--- src/sv/hsfd_pkg.sv ---
// Shared types, constants and the CRC-8 step for the humidity sensor frame decoder.
// Used by hsfd_frame, hsfd_scale and the top level; depends on nothing else.
package hsfd_pkg;

   // Byte positions inside one six-byte reading.
   localparam logic [2:0] POS_TEMP_MSB = 3'd0;
   localparam logic [2:0] POS_TEMP_LSB = 3'd1;
   localparam logic [2:0] POS_TEMP_CRC = 3'd2;
   localparam logic [2:0] POS_HUM_MSB  = 3'd3;
   localparam logic [2:0] POS_HUM_LSB  = 3'd4;
   localparam logic [2:0] POS_HUM_CRC  = 3'd5;

   localparam logic [7:0] CRC_INIT     = 8'hFF;
   localparam logic [7:0] CRC_POLY_RST = 8'h31;

   // Scale factors: 175.00 degrees span and 100.00 percent span, in hundredths.
   localparam logic [14:0] TEMP_SCALE  = 15'd17500;
   localparam logic [13:0] HUM_SCALE   = 14'd10000;
   localparam logic [15:0] TEMP_OFFSET = 16'd4500;
   localparam logic [16:0] FULL_SCALE  = 17'd65535;

   // Raw words and their products with the scale factors, with the error flag.
   typedef struct packed {
      logic [30:0] temp_product;
      logic [29:0] hum_product;
      logic [15:0] raw_temperature;
      logic [15:0] raw_humidity;
      logic        crc_error;
   } frame_type;

   // One CRC-8 byte step, MSB first.
   function automatic logic [7:0] crc_step(input logic [7:0] rem,
                                           input logic [7:0] data,
                                           input logic [7:0] poly);
      logic [7:0] r;
      r = rem ^ data;
      for (int k = 0; k < 8; k++) begin
         if (r[7]) begin
            r = {r[6:0], 1'b0} ^ poly;
         end else begin
            r = {r[6:0], 1'b0};
         end
      end
      return r;
   endfunction

endpackage

--- src/sv/hsfd_frame.sv ---
// Frame tracker: byte position, CRC checks and raw word assembly, plus the
// scale multiplications registered at the end of a frame. Depends on hsfd_pkg.
module hsfd_frame (
   input  logic                  clock,
   input  logic                  reset,
   input  logic                  csr_wen,
   input  logic [7:0]            csr_wdata,
   input  logic                  req_tvalid,
   output logic                  req_tready,
   input  logic [7:0]            req_tdata,
   input  logic                  req_tuser,
   output logic                  frame_valid,
   input  logic                  frame_ready,
   output hsfd_pkg::frame_type   frame_data
);

   logic [7:0]          poly_ff, poly_in;
   logic [2:0]          pos_ff, pos_in;
   logic [7:0]          crc_ff, crc_in;
   logic [15:0]         temp_word_ff, temp_word_in;
   logic [15:0]         hum_word_ff, hum_word_in;
   logic                err_ff, err_in;
   logic                out_valid_ff, out_valid_in;
   hsfd_pkg::frame_type out_ff, out_in;

   logic                accept;
   logic [2:0]          pos_eff;
   logic                final_err;

   // A beat is taken whenever the frame slot is free or drains this cycle.
   assign req_tready = !out_valid_ff || frame_ready;
   assign accept     = req_tvalid && req_tready;

   // The first-byte flag and the unused positions both restart the frame.
   assign pos_eff   = (req_tuser || (pos_ff inside {[3'd6:3'd7]})) ?
                      hsfd_pkg::POS_TEMP_MSB : pos_ff;
   assign final_err = err_ff || (crc_ff != req_tdata);

   // Frame state update for one accepted beat.
   always_comb begin
      poly_in      = csr_wen ? csr_wdata : poly_ff;
      pos_in       = pos_ff;
      crc_in       = crc_ff;
      temp_word_in = temp_word_ff;
      hum_word_in  = hum_word_ff;
      err_in       = err_ff;
      out_valid_in = frame_ready ? 1'b0 : out_valid_ff;
      out_in       = out_ff;
      if (accept) begin
         pos_in = pos_eff + 3'd1;
         case (pos_eff)
            hsfd_pkg::POS_TEMP_MSB: begin
               err_in       = 1'b0;
               crc_in       = hsfd_pkg::crc_step(hsfd_pkg::CRC_INIT, req_tdata, poly_ff);
               temp_word_in = {req_tdata, temp_word_ff[7:0]};
            end
            hsfd_pkg::POS_TEMP_LSB: begin
               crc_in       = hsfd_pkg::crc_step(crc_ff, req_tdata, poly_ff);
               temp_word_in = {temp_word_ff[15:8], req_tdata};
            end
            hsfd_pkg::POS_TEMP_CRC: begin
               if (crc_ff != req_tdata) begin
                  err_in = 1'b1;
               end
            end
            hsfd_pkg::POS_HUM_MSB: begin
               crc_in      = hsfd_pkg::crc_step(hsfd_pkg::CRC_INIT, req_tdata, poly_ff);
               hum_word_in = {req_tdata, hum_word_ff[7:0]};
            end
            hsfd_pkg::POS_HUM_LSB: begin
               crc_in      = hsfd_pkg::crc_step(crc_ff, req_tdata, poly_ff);
               hum_word_in = {hum_word_ff[15:8], req_tdata};
            end
            default: begin
               // Last byte: close the frame and hand it on for scaling.
               err_in                 = final_err;
               crc_in                 = hsfd_pkg::CRC_INIT;
               pos_in                 = hsfd_pkg::POS_TEMP_MSB;
               out_valid_in           = 1'b1;
               out_in.temp_product    = 31'(temp_word_ff) * 31'(hsfd_pkg::TEMP_SCALE);
               out_in.hum_product     = 30'(hum_word_ff) * 30'(hsfd_pkg::HUM_SCALE);
               out_in.raw_temperature = temp_word_ff;
               out_in.raw_humidity    = hum_word_ff;
               out_in.crc_error       = final_err;
            end
         endcase
      end
   end

   // Control and frame state registers.
   always_ff @(posedge clock) begin
      if (reset) begin
         poly_ff      <= hsfd_pkg::CRC_POLY_RST;
         pos_ff       <= hsfd_pkg::POS_TEMP_MSB;
         crc_ff       <= hsfd_pkg::CRC_INIT;
         temp_word_ff <= '0;
         hum_word_ff  <= '0;
         err_ff       <= 1'b0;
         out_valid_ff <= 1'b0;
      end else begin
         poly_ff      <= poly_in;
         pos_ff       <= pos_in;
         crc_ff       <= crc_in;
         temp_word_ff <= temp_word_in;
         hum_word_ff  <= hum_word_in;
         err_ff       <= err_in;
         out_valid_ff <= out_valid_in;
      end
   end

   // Frame payload register.
   always_ff @(posedge clock) begin
      out_ff <= out_in;
   end

   assign frame_valid = out_valid_ff;
   assign frame_data  = out_ff;

endmodule

--- src/sv/hsfd_scale.sv ---
// Scaling stage: divides the registered products by 65535 and applies the
// offset and error masking into the result register. Depends on hsfd_pkg.
module hsfd_scale (
   input  logic                  clock,
   input  logic                  reset,
   input  logic                  frame_valid,
   output logic                  frame_ready,
   input  hsfd_pkg::frame_type   frame_data,
   output logic                  rsp_tvalid,
   input  logic                  rsp_tready,
   output logic [63:0]           rsp_tdata,
   output logic                  rsp_tuser
);

   logic        valid_ff, valid_in;
   logic [63:0] data_ff, data_in;
   logic        err_ff, err_in;

   logic [14:0] temp_q0;
   logic [16:0] temp_rem;
   logic [14:0] temp_q;
   logic [15:0] temp_signed;
   logic [13:0] hum_q0;
   logic [16:0] hum_rem;
   logic [13:0] hum_q;
   logic [14:0] temp_out;
   logic [13:0] hum_out;

   // The result register takes a new beat when empty or drained this cycle.
   assign frame_ready = !valid_ff || rsp_tready;

   // Divide by 2^16-1: quotient estimate x>>16, remainder (x mod 2^16) + estimate,
   // which stays below twice the divisor, so one correction step is enough.
   always_comb begin
      temp_q0     = frame_data.temp_product[30:16];
      temp_rem    = {1'b0, frame_data.temp_product[15:0]} + 17'(temp_q0);
      temp_q      = temp_q0 + 15'(temp_rem >= hsfd_pkg::FULL_SCALE);
      temp_signed = {1'b0, temp_q} - hsfd_pkg::TEMP_OFFSET;
      hum_q0      = frame_data.hum_product[29:16];
      hum_rem     = {1'b0, frame_data.hum_product[15:0]} + 17'(hum_q0);
      hum_q       = hum_q0 + 14'(hum_rem >= hsfd_pkg::FULL_SCALE);
      temp_out    = frame_data.crc_error ? 15'd0 : temp_signed[14:0];
      hum_out     = frame_data.crc_error ? 14'd0 : hum_q;
   end

   // Result register load and drain.
   always_comb begin
      valid_in = valid_ff && !rsp_tready;
      data_in  = data_ff;
      err_in   = err_ff;
      if (frame_valid && frame_ready) begin
         valid_in = 1'b1;
         data_in  = {3'b000, frame_data.raw_humidity, frame_data.raw_temperature,
                     hum_out, temp_out};
         err_in   = frame_data.crc_error;
      end
   end

   always_ff @(posedge clock) begin
      if (reset) begin
         valid_ff <= 1'b0;
      end else begin
         valid_ff <= valid_in;
      end
   end

   always_ff @(posedge clock) begin
      data_ff <= data_in;
      err_ff  <= err_in;
   end

   assign rsp_tvalid = valid_ff;
   assign rsp_tdata  = data_ff;
   assign rsp_tuser  = err_ff;

endmodule

--- src/sv/humidity_sensor_frame_decoder_unit.sv ---
// Pipeline: two register stages; the frame register loads the scale products at the edge that
// takes the sixth byte of a frame, and the result register then takes them and offers the
// result beat.
// Throughput: one byte per cycle; bytes stall only while a finished reading waits behind
// a result beat that rsp_tready holds back. The CRC step is unrolled over the byte.
// Reset (synchronous, active high) clears the byte position, CRC, words and error flag,
// empties both registers and sets the polynomial to 0x31. Depends on hsfd_pkg, hsfd_frame
// and hsfd_scale.
module humidity_sensor_frame_decoder_unit (
   input  logic        clock,
   input  logic        reset,
   // Polynomial register write port.
   input  logic        csr_wen,
   input  logic [7:0]  csr_wdata,
   // Byte input.
   input  logic        req_tvalid,
   output logic        req_tready,
   input  logic [7:0]  req_tdata,   // [7:0] data_byte
   input  logic        req_tuser,   // [0] first_byte
   // Reading output.
   output logic        rsp_tvalid,
   input  logic        rsp_tready,
   output logic [63:0] rsp_tdata,   // [14:0] temperature_centi, [28:15] humidity_centi,
                                    // [44:29] raw_temperature, [60:45] raw_humidity,
                                    // [63:61] zero
   output logic        rsp_tuser    // [0] crc_error
);

   logic                frame_valid;
   logic                frame_ready;
   hsfd_pkg::frame_type frame_data;

   // Byte tracking and CRC checks.
   hsfd_frame u_frame (
      .clock       (clock),
      .reset       (reset),
      .csr_wen     (csr_wen),
      .csr_wdata   (csr_wdata),
      .req_tvalid  (req_tvalid),
      .req_tready  (req_tready),
      .req_tdata   (req_tdata),
      .req_tuser   (req_tuser),
      .frame_valid (frame_valid),
      .frame_ready (frame_ready),
      .frame_data  (frame_data)
   );

   // Scaling and result register.
   hsfd_scale u_scale (
      .clock       (clock),
      .reset       (reset),
      .frame_valid (frame_valid),
      .frame_ready (frame_ready),
      .frame_data  (frame_data),
      .rsp_tvalid  (rsp_tvalid),
      .rsp_tready  (rsp_tready),
      .rsp_tdata   (rsp_tdata),
      .rsp_tuser   (rsp_tuser)
   );

endmodule

--- config.mk ---
export PLATFORM = sky130hd
export DESIGN_NAME = humidity_sensor_frame_decoder_unit
export DESIGN_NICKNAME = d
export VERILOG_FILES = /design/src/sv/hsfd_pkg.sv /design/src/sv/hsfd_frame.sv /design/src/sv/hsfd_scale.sv /design/src/sv/humidity_sensor_frame_decoder_unit.sv
export SDC_FILE = /design/constraint.sdc
export NUM_CORES = 1
export LEC_CHECK = 0
export BUFFER_PORTS_ARGS = -buffer_cell sky130_fd_sc_hd__buf_2
export CORE_ASPECT_RATIO = 2
export CORE_MARGIN = 10
export CORE_UTILIZATION = 35
export CTS_CLUSTER_SIZE = 25
export DETAILED_ROUTE_END_ITERATION = 8
export HOLD_SLACK_MARGIN = 0.15
export SLEW_MARGIN = 20
export SYNTH_ARGS = -nofsm -noshare
export SYNTH_HDL_FRONTEND = slang
export SYNTH_HIERARCHICAL = 1
export SYNTH_SLANG_ARGS = --single-unit
--- constraint.sdc ---
create_clock -name clock -period 11.26 [get_ports clock]
set_input_delay 0.563 -clock clock [delete_from_list [all_inputs] [get_ports clock]]
set_output_delay 0.563 -clock clock [all_outputs]
set_load 0.005 [all_outputs]
After elaboration in Yosys (flattened, before gate mapping) --
Cells that the tools add are included.
Storage, ports and cells: register bits after elaboration 204, bits in latches 0, memory bits (writable) 0, bits in read-only memories 0, input port bits 22, output and inout port bits 67, logic and storage cells 193, memories kept 0
Cells by class: $add $sub $neg 6, multipliers 2, divide/modulo/power cells 0, magnitude comparators 4, equality and inequality tests 6, shift operators 0, multiplexer cells 97, bitwise logic cells 39, reductions and logical operators 21
Operator list (number):
- 8-bit two-way mux | 86
- 8-bit XOR | 31
- 16-bit one-hot mux with 2 select lines | 2
- 8-bit one-hot mux with 5 select lines | 1
- 17-bit by 16-bit greater-or-equal comparator with 1-bit output, second input constant | 2
- 16-bit by 13-bit multiplier with 29-bit output, second input constant | 1
- 16-bit by 10-bit multiplier with 26-bit output, second input constant | 1
- 16-bit by 14-bit adder with 17-bit output | 1
- 16-bit by 15-bit adder with 17-bit output | 1
- 15-bit by 1-bit adder with 15-bit output | 1
- 3-bit AND reduction | 5
- 15-bit by 13-bit subtractor with 15-bit output, second input constant | 1
- 14-bit by 1-bit adder with 14-bit output | 1
- 8-bit inequality test | 1
- 8-bit inverter | 1
- 1-bit inverter | 7
- 3-bit by 2-bit equality test with 1-bit output, second input constant | 2
- 3-bit two-way mux | 2
- 1-bit two-way mux | 5
- 5-bit OR reduction | 1
- 1-bit logical AND | 4
- 1-bit logical OR | 4
- 2-bit AND reduction | 2
- 3-bit by 1-bit adder with 3-bit output, second input constant | 1
- 9 further kinds | 11

Logic depth before layout (Yosys ltp) --
depth after elaboration 34, depth in mapped cells 21, gate-level depth less buffers 21

By module --
The synthesis kept the hierarchy.
Modules (own cells, without submodules):
- hsfd_frame | instances 1, cells each 1375, area each 13244.0 um^2, seq. area each 3553.4 um^2
- hsfd_scale | instances 1, cells each 386, area each 4101.4 um^2, seq. area each 1881.8 um^2

Least setup slack after synthesis --
OpenSTA, ideal clock, no wires.
path kind reg2reg, start point register u_frame.temp_word_ff[4], end point register u_frame.out_ff, in the netlist u_frame/frame_data[93], data pin, arrival 5325 ps, required time 10994 ps, path slack 5669 ps, cell stages (with the launch flop) 19, buffers on the path 0, path through dfxtp_1 ha_1 fa_1 ha_1 ha_1 fa_1 fa_1 a21o_1 a21oi_1 o21bai_1 a21oi_1 o21bai_1 a21oi_1 o21ai_0 a2111oi_0 o31ai_1 or4_1 a31oi_1 o21ai_0
On the way: cells in the longest elaborated chain, start to end 1
RTL lines:
- start, declared | RTL line hsfd_frame.sv:20 | logic [15:0] temp_word_ff, temp_word_in;
- start signal, assigned | RTL line hsfd_frame.sv:104 | temp_word_ff <= temp_word_in;
- 16-bit by 13-bit multiplier with 29-bit output | RTL line hsfd_frame.sv:80 | out_in.temp_product = 31'(temp_word_ff) * 31'(hsfd_pkg::TEMP_SCALE);
- end signal, assigned | RTL line hsfd_frame.sv:113 | out_ff <= out_in;
- end, declared | RTL line hsfd_frame.sv:24 | hsfd_pkg::frame_type out_ff, out_in;
No other way between the ends. A chain may end at the register's enable or synchronous reset.

Worst setup path in the final report --
start point register u_frame.temp_word_ff[3], end point register u_frame.out_ff, in the netlist u_frame/frame_data[93], data pin
Same word-level chain as after synthesis.

==> impl_table.tex <==
\begin{tabular}{lr}
\hline
Metric & Value \\
\hline
\multicolumn{2}{l}{\textbf{Timing}} \\
Final Slew Violations & 0 \\
Final setup violating endpoints & 0 \\
Total count of hold-check failures in the final report & 0 \\
Rel. slew slack & 0.317 \\
Highest attainable clock frequency & 164 MHz \\
Setup repair after global routing missed its margin & no \\
Final period util & 0.542 \\
Slew at the pin closest to its max-slew limit & 1.02 ns \\
Post-route minimum period & 6.10 ns \\
Aggregate negative setup slack & 0 ns \\
Skew final & 0.0120 ns \\
\multicolumn{2}{l}{\textbf{CTS}} \\
Num CTS Buffers & 17 \\
Clock Tree Root & clkbuf\_16 \\
Post-CTS resize count & 0 \\
Worst-path clk slew & 0.08 ns \\
Clock latency reported for the late side of the worst-skew pair & 0.45 ns \\
TritonCTS clock tree & done \\
Clk sinks & 199 \\
Post-CTS Setup Inserts & 0 \\
Quantity of hold-fixing buffers added after cts & 0 \\
Count of H-tree levels built during CTS & 4 \\
Number of buffers on the longest clock path & 2 \\
\multicolumn{2}{l}{\textbf{Worst setup path}} \\
Worst stage delay on the critical path & 0.68 ns \\
Data required time at the worst endpoint & 11.45 ns \\
Type of the worst setup path & reg2reg \\
Worst path arrival time & 6.29 ns \\
Cells traversed along the worst timing path & ha\_1 > fa\_1 > ha\_1 > ha\_1 > fa\_1 > fa\_1 > a21o\_1 > a21oi\_1 > o21bai\_1 > a21oi\_1 > o21bai\_1 > a21oi\_1 > o21ai\_0 > a2111oi\_1 > o31ai\_1 > or4\_1 > a31oi\_1 > o21ai\_0 \\
Worst r2r path cells & 18 \\
Critical register-to-register path endpoint & u\_frame/frame\_data[93] \\
Worst Path Buf+Inv & 0 \\
Critical Path Fanout Max & 7 \\
Worst setup SP type & flop \\
Slowest library cell on the worst path & a2111oi\_1 \\
Worst setup EP type & flop \\
Largest delay contributor family on the critical path & compound AO/OA/AOI/OAI gates \\
Startpoint of the most critical register-to-register path & u\_frame/temp\_word\_ff[3] \\
Reg-to-reg slack, setup & 5.16 ns \\
\multicolumn{2}{l}{\textbf{Logic synthesis}} \\
Post-synthesis sequential element count & 199 \\
Sequential share of the synthesized area & 0.313 \\
Top flip-flop cell by instance count after synthesis & edfxtp\_1 \\
Cell type with the highest aggregate area in the netlist & edfxtp\_1 \\
Count of flip-flops with a built-in enable after synthesis & 145 \\
Count of yosys warnings during synthesis & 6 \\
Count of mapped cells out of synthesis & 1761 \\
Distinct cell type count after synthesis & 93 \\
Most area-consuming cells after synthesis & edfxtp\_1 (25\%), ha\_1 (15\%), fa\_1 (9.5\%), dfxtp\_1 (6.2\%), inv\_1 (5.2\%) \\
Area of the mapped netlist & 0.0173 mm\^{}2 \\
Top cell type's share of synthesized area & 0.251 \\
Ys async rst share & 0 \\
Mean instance size in the synthesized netlist & 9.85 um\^{}2 \\
\multicolumn{2}{l}{\textbf{Layout}} \\
Share of post-route cells with drive strength above 1 & 0.0963 \\
Commonest cells after routing, fill and taps aside & inv\_1 (240), ha\_1 (206), edfxtp\_1 (145) \\
Most common library cell in the layout ignoring fill and taps & inv\_1 \\
Net count reported at finish & 2125 \\
Antenna cell count & 0 \\
Final core utilization & 0.385 \\
Finished layout cell area & 0.0189 mm\^{}2 \\
Area growth syn-to-layout & 8.99\% \\
\multicolumn{2}{l}{\textbf{Die}} \\
Die boundary height & 335 um \\
Starting Density & 0.354 \\
Area of the die & 0.0594 mm\^{}2 \\
Core box area & 0.0491 mm\^{}2 \\
Boundary pin count & 89 \\
Floorplan die width & 177 um \\
Site Rows & 115 \\
\multicolumn{2}{l}{\textbf{Pwr}} \\
Leak pwr & 8.62 nW \\
Worst vdd rail ir drop & 0.110 mV \\
Total power divided by cell area & 134 mW/mm\^{}2 \\
\multicolumn{2}{l}{\textbf{Routing}} \\
Count of nets left with antenna violations after detail routing & 0 \\
Remaining routing DRC violations & 0 \\
Via-per-instance ratio & 5.14 \\
Detailed-route wire length per cell & 17.2 um \\
Final routed wirelength across all metal layers & 42600 um \\
Number of vias after detailed routing & 12700 \\
DRC marker count from the first detailed-route iteration & 582 \\
First-pass DRT Iterations & 5 \\
\multicolumn{2}{l}{\textbf{Global routing}} \\
Via count of the first global-routing pass & 12900 \\
Total grt overflow & 0 \\
Total global-route track usage & 0.144 \\
Number of antenna violations at the first check in global routing & 0 \\
Pin count of the biggest net entering global routing & 63 \\
First-pass GRT wire length & 67700 um \\
\multicolumn{2}{l}{\textbf{Place}} \\
Gpl congestion & 0.936 \\
Area of placed instances & 0.0183 mm\^{}2 \\
Detailed-placement wirelength estimate & 34200 um \\
Input/output buffers & 85 \\
\multicolumn{2}{l}{\textbf{Min path}} \\
Hold Path Cell Cnt & 3 \\
Worst Min Path Start & csr\_wdata[4] \\
Path category of the worst min-delay check & in2reg \\
Worst-case hold path end point & u\_frame/poly\_ff[4] \\
\multicolumn{2}{l}{\textbf{Job}} \\
Number of max-capacitance violations reported & 0 \\
\multicolumn{2}{l}{\textbf{Run status}} \\
Result of the run & complete, no violations \\
\hline
\end{tabular}
## worst register-to-register path: cells and delay by family, from the launching register on
kind / cells / cell delay [ns]
compound gates: 11 / 2.54
simple gates: 1 / 0.43
flops: 1 / 0.51
fa+ha+maj: 6 / 2.38
## flip-flops by register name (all words and copies together) (netlist names)
register	cells
u_frame/crc_ff	8
u_scale/rsp_tuser	1
u_frame/pos_ff	3
u_scale/rsp_tdata	61
u_frame/poly_ff	8
u_frame/hum_word_ff	16
u_scale/rsp_tvalid	1
u_frame/err_ff	1
u_frame/frame_data	83
u_frame/temp_word_ff	16
u_frame/frame_valid	1
## final cells by class
cell class              instances  area, um^2
well taps                     643         805
flip-flops and latches        199        5440
repair buffers                 92         485
fillers                      4861       30200
clock inverters                14         138
clock buffers                  18         429
inverters                     244         917
multi-input cells            1261       10700
## power breakdown
group	leakage [nW]	internal, W	switching (W)
clock	0.272	0.000311	0.000296
sequential	1.75	0.000811	0.0000414
combinational	6.59	0.000475	0.000602
total	8.62	0.00160	0.000939
## synth_stat cells, types with 5 or more instances
master and count:
and3_1 7, o31ai_1 7, or3_1 11, nor4_1 8, o21a_1 14, buf_4 17, fa_1 82, or2_2 8
xor2_1 37, nand2_1 112, clkbuf_1 29, buf_2 8, a311oi_1 6, xnor2_2 5, buf_1 8, o211ai_1 14
nand4_1 12, dfxtp_1 54, o21ai_0 46, inv_1 241, nor3_1 29, xnor2_1 100, nor2_1 138, ha_1 206
nor2b_1 17, nand2b_1 15, nand3_1 51, xnor3_1 10, edfxtp_1 145, and2_1 14, o21ai_1 10, o21bai_1 17
mux2i_1 49, a211oi_1 17, a31oi_1 8, a21o_1 18, a21oi_1 82, a211o_1 8
## logic make-up after synthesis
group,share of synthesized area
fa+ha+maj,0.243
mux,0.0325
other cells,0.000433
compound gates,0.119
buf+inv,0.0718
flops,0.313
xor+xnor,0.0949
simple gates,0.124
## layer usage
layer / part of all wire / GRT usage / up-vias
li1: - / - / 6183
met1: 0.37 / 0.145 / 6149
met2: 0.55 / 0.277 / 279
met3: 0.035 / 0.0214 / 93
met4: 0.045 / 0.0721 / 0
met5: 0 / 0 / -
## per-stage QoR
step	std cells	hold slack [ns]	total power, W	setup slack (ns)
finish	2471	0.325	0.00254	5.16
global route	2471	0.310	0.00268	4.56
CTS	2470	0.291	0.00255	4.88
detailed placement	2438	0.406	0.00193	4.89
global placement	2438	0.410	0.00192	5.01
floorplan	1768	0.400	0.00172	5.67
## worst max path at each step
stage,startpoint,to,slack (ns),cells after the start
global placement,u_frame/temp_word_ff[4],u_frame/frame_data[93],5.01,18
floorplan,u_frame/temp_word_ff[4],u_frame/frame_data[93],5.67,18
global route,u_frame/temp_word_ff[3],u_frame/frame_data[93],4.56,18
detailed placement,u_frame/temp_word_ff[4],u_frame/frame_data[93],4.89,18
finish,u_frame/temp_word_ff[3],u_frame/frame_data[93],5.16,18
CTS,u_frame/temp_word_ff[4],u_frame/frame_data[93],4.88,18
(Power assumes the default switching activity.)
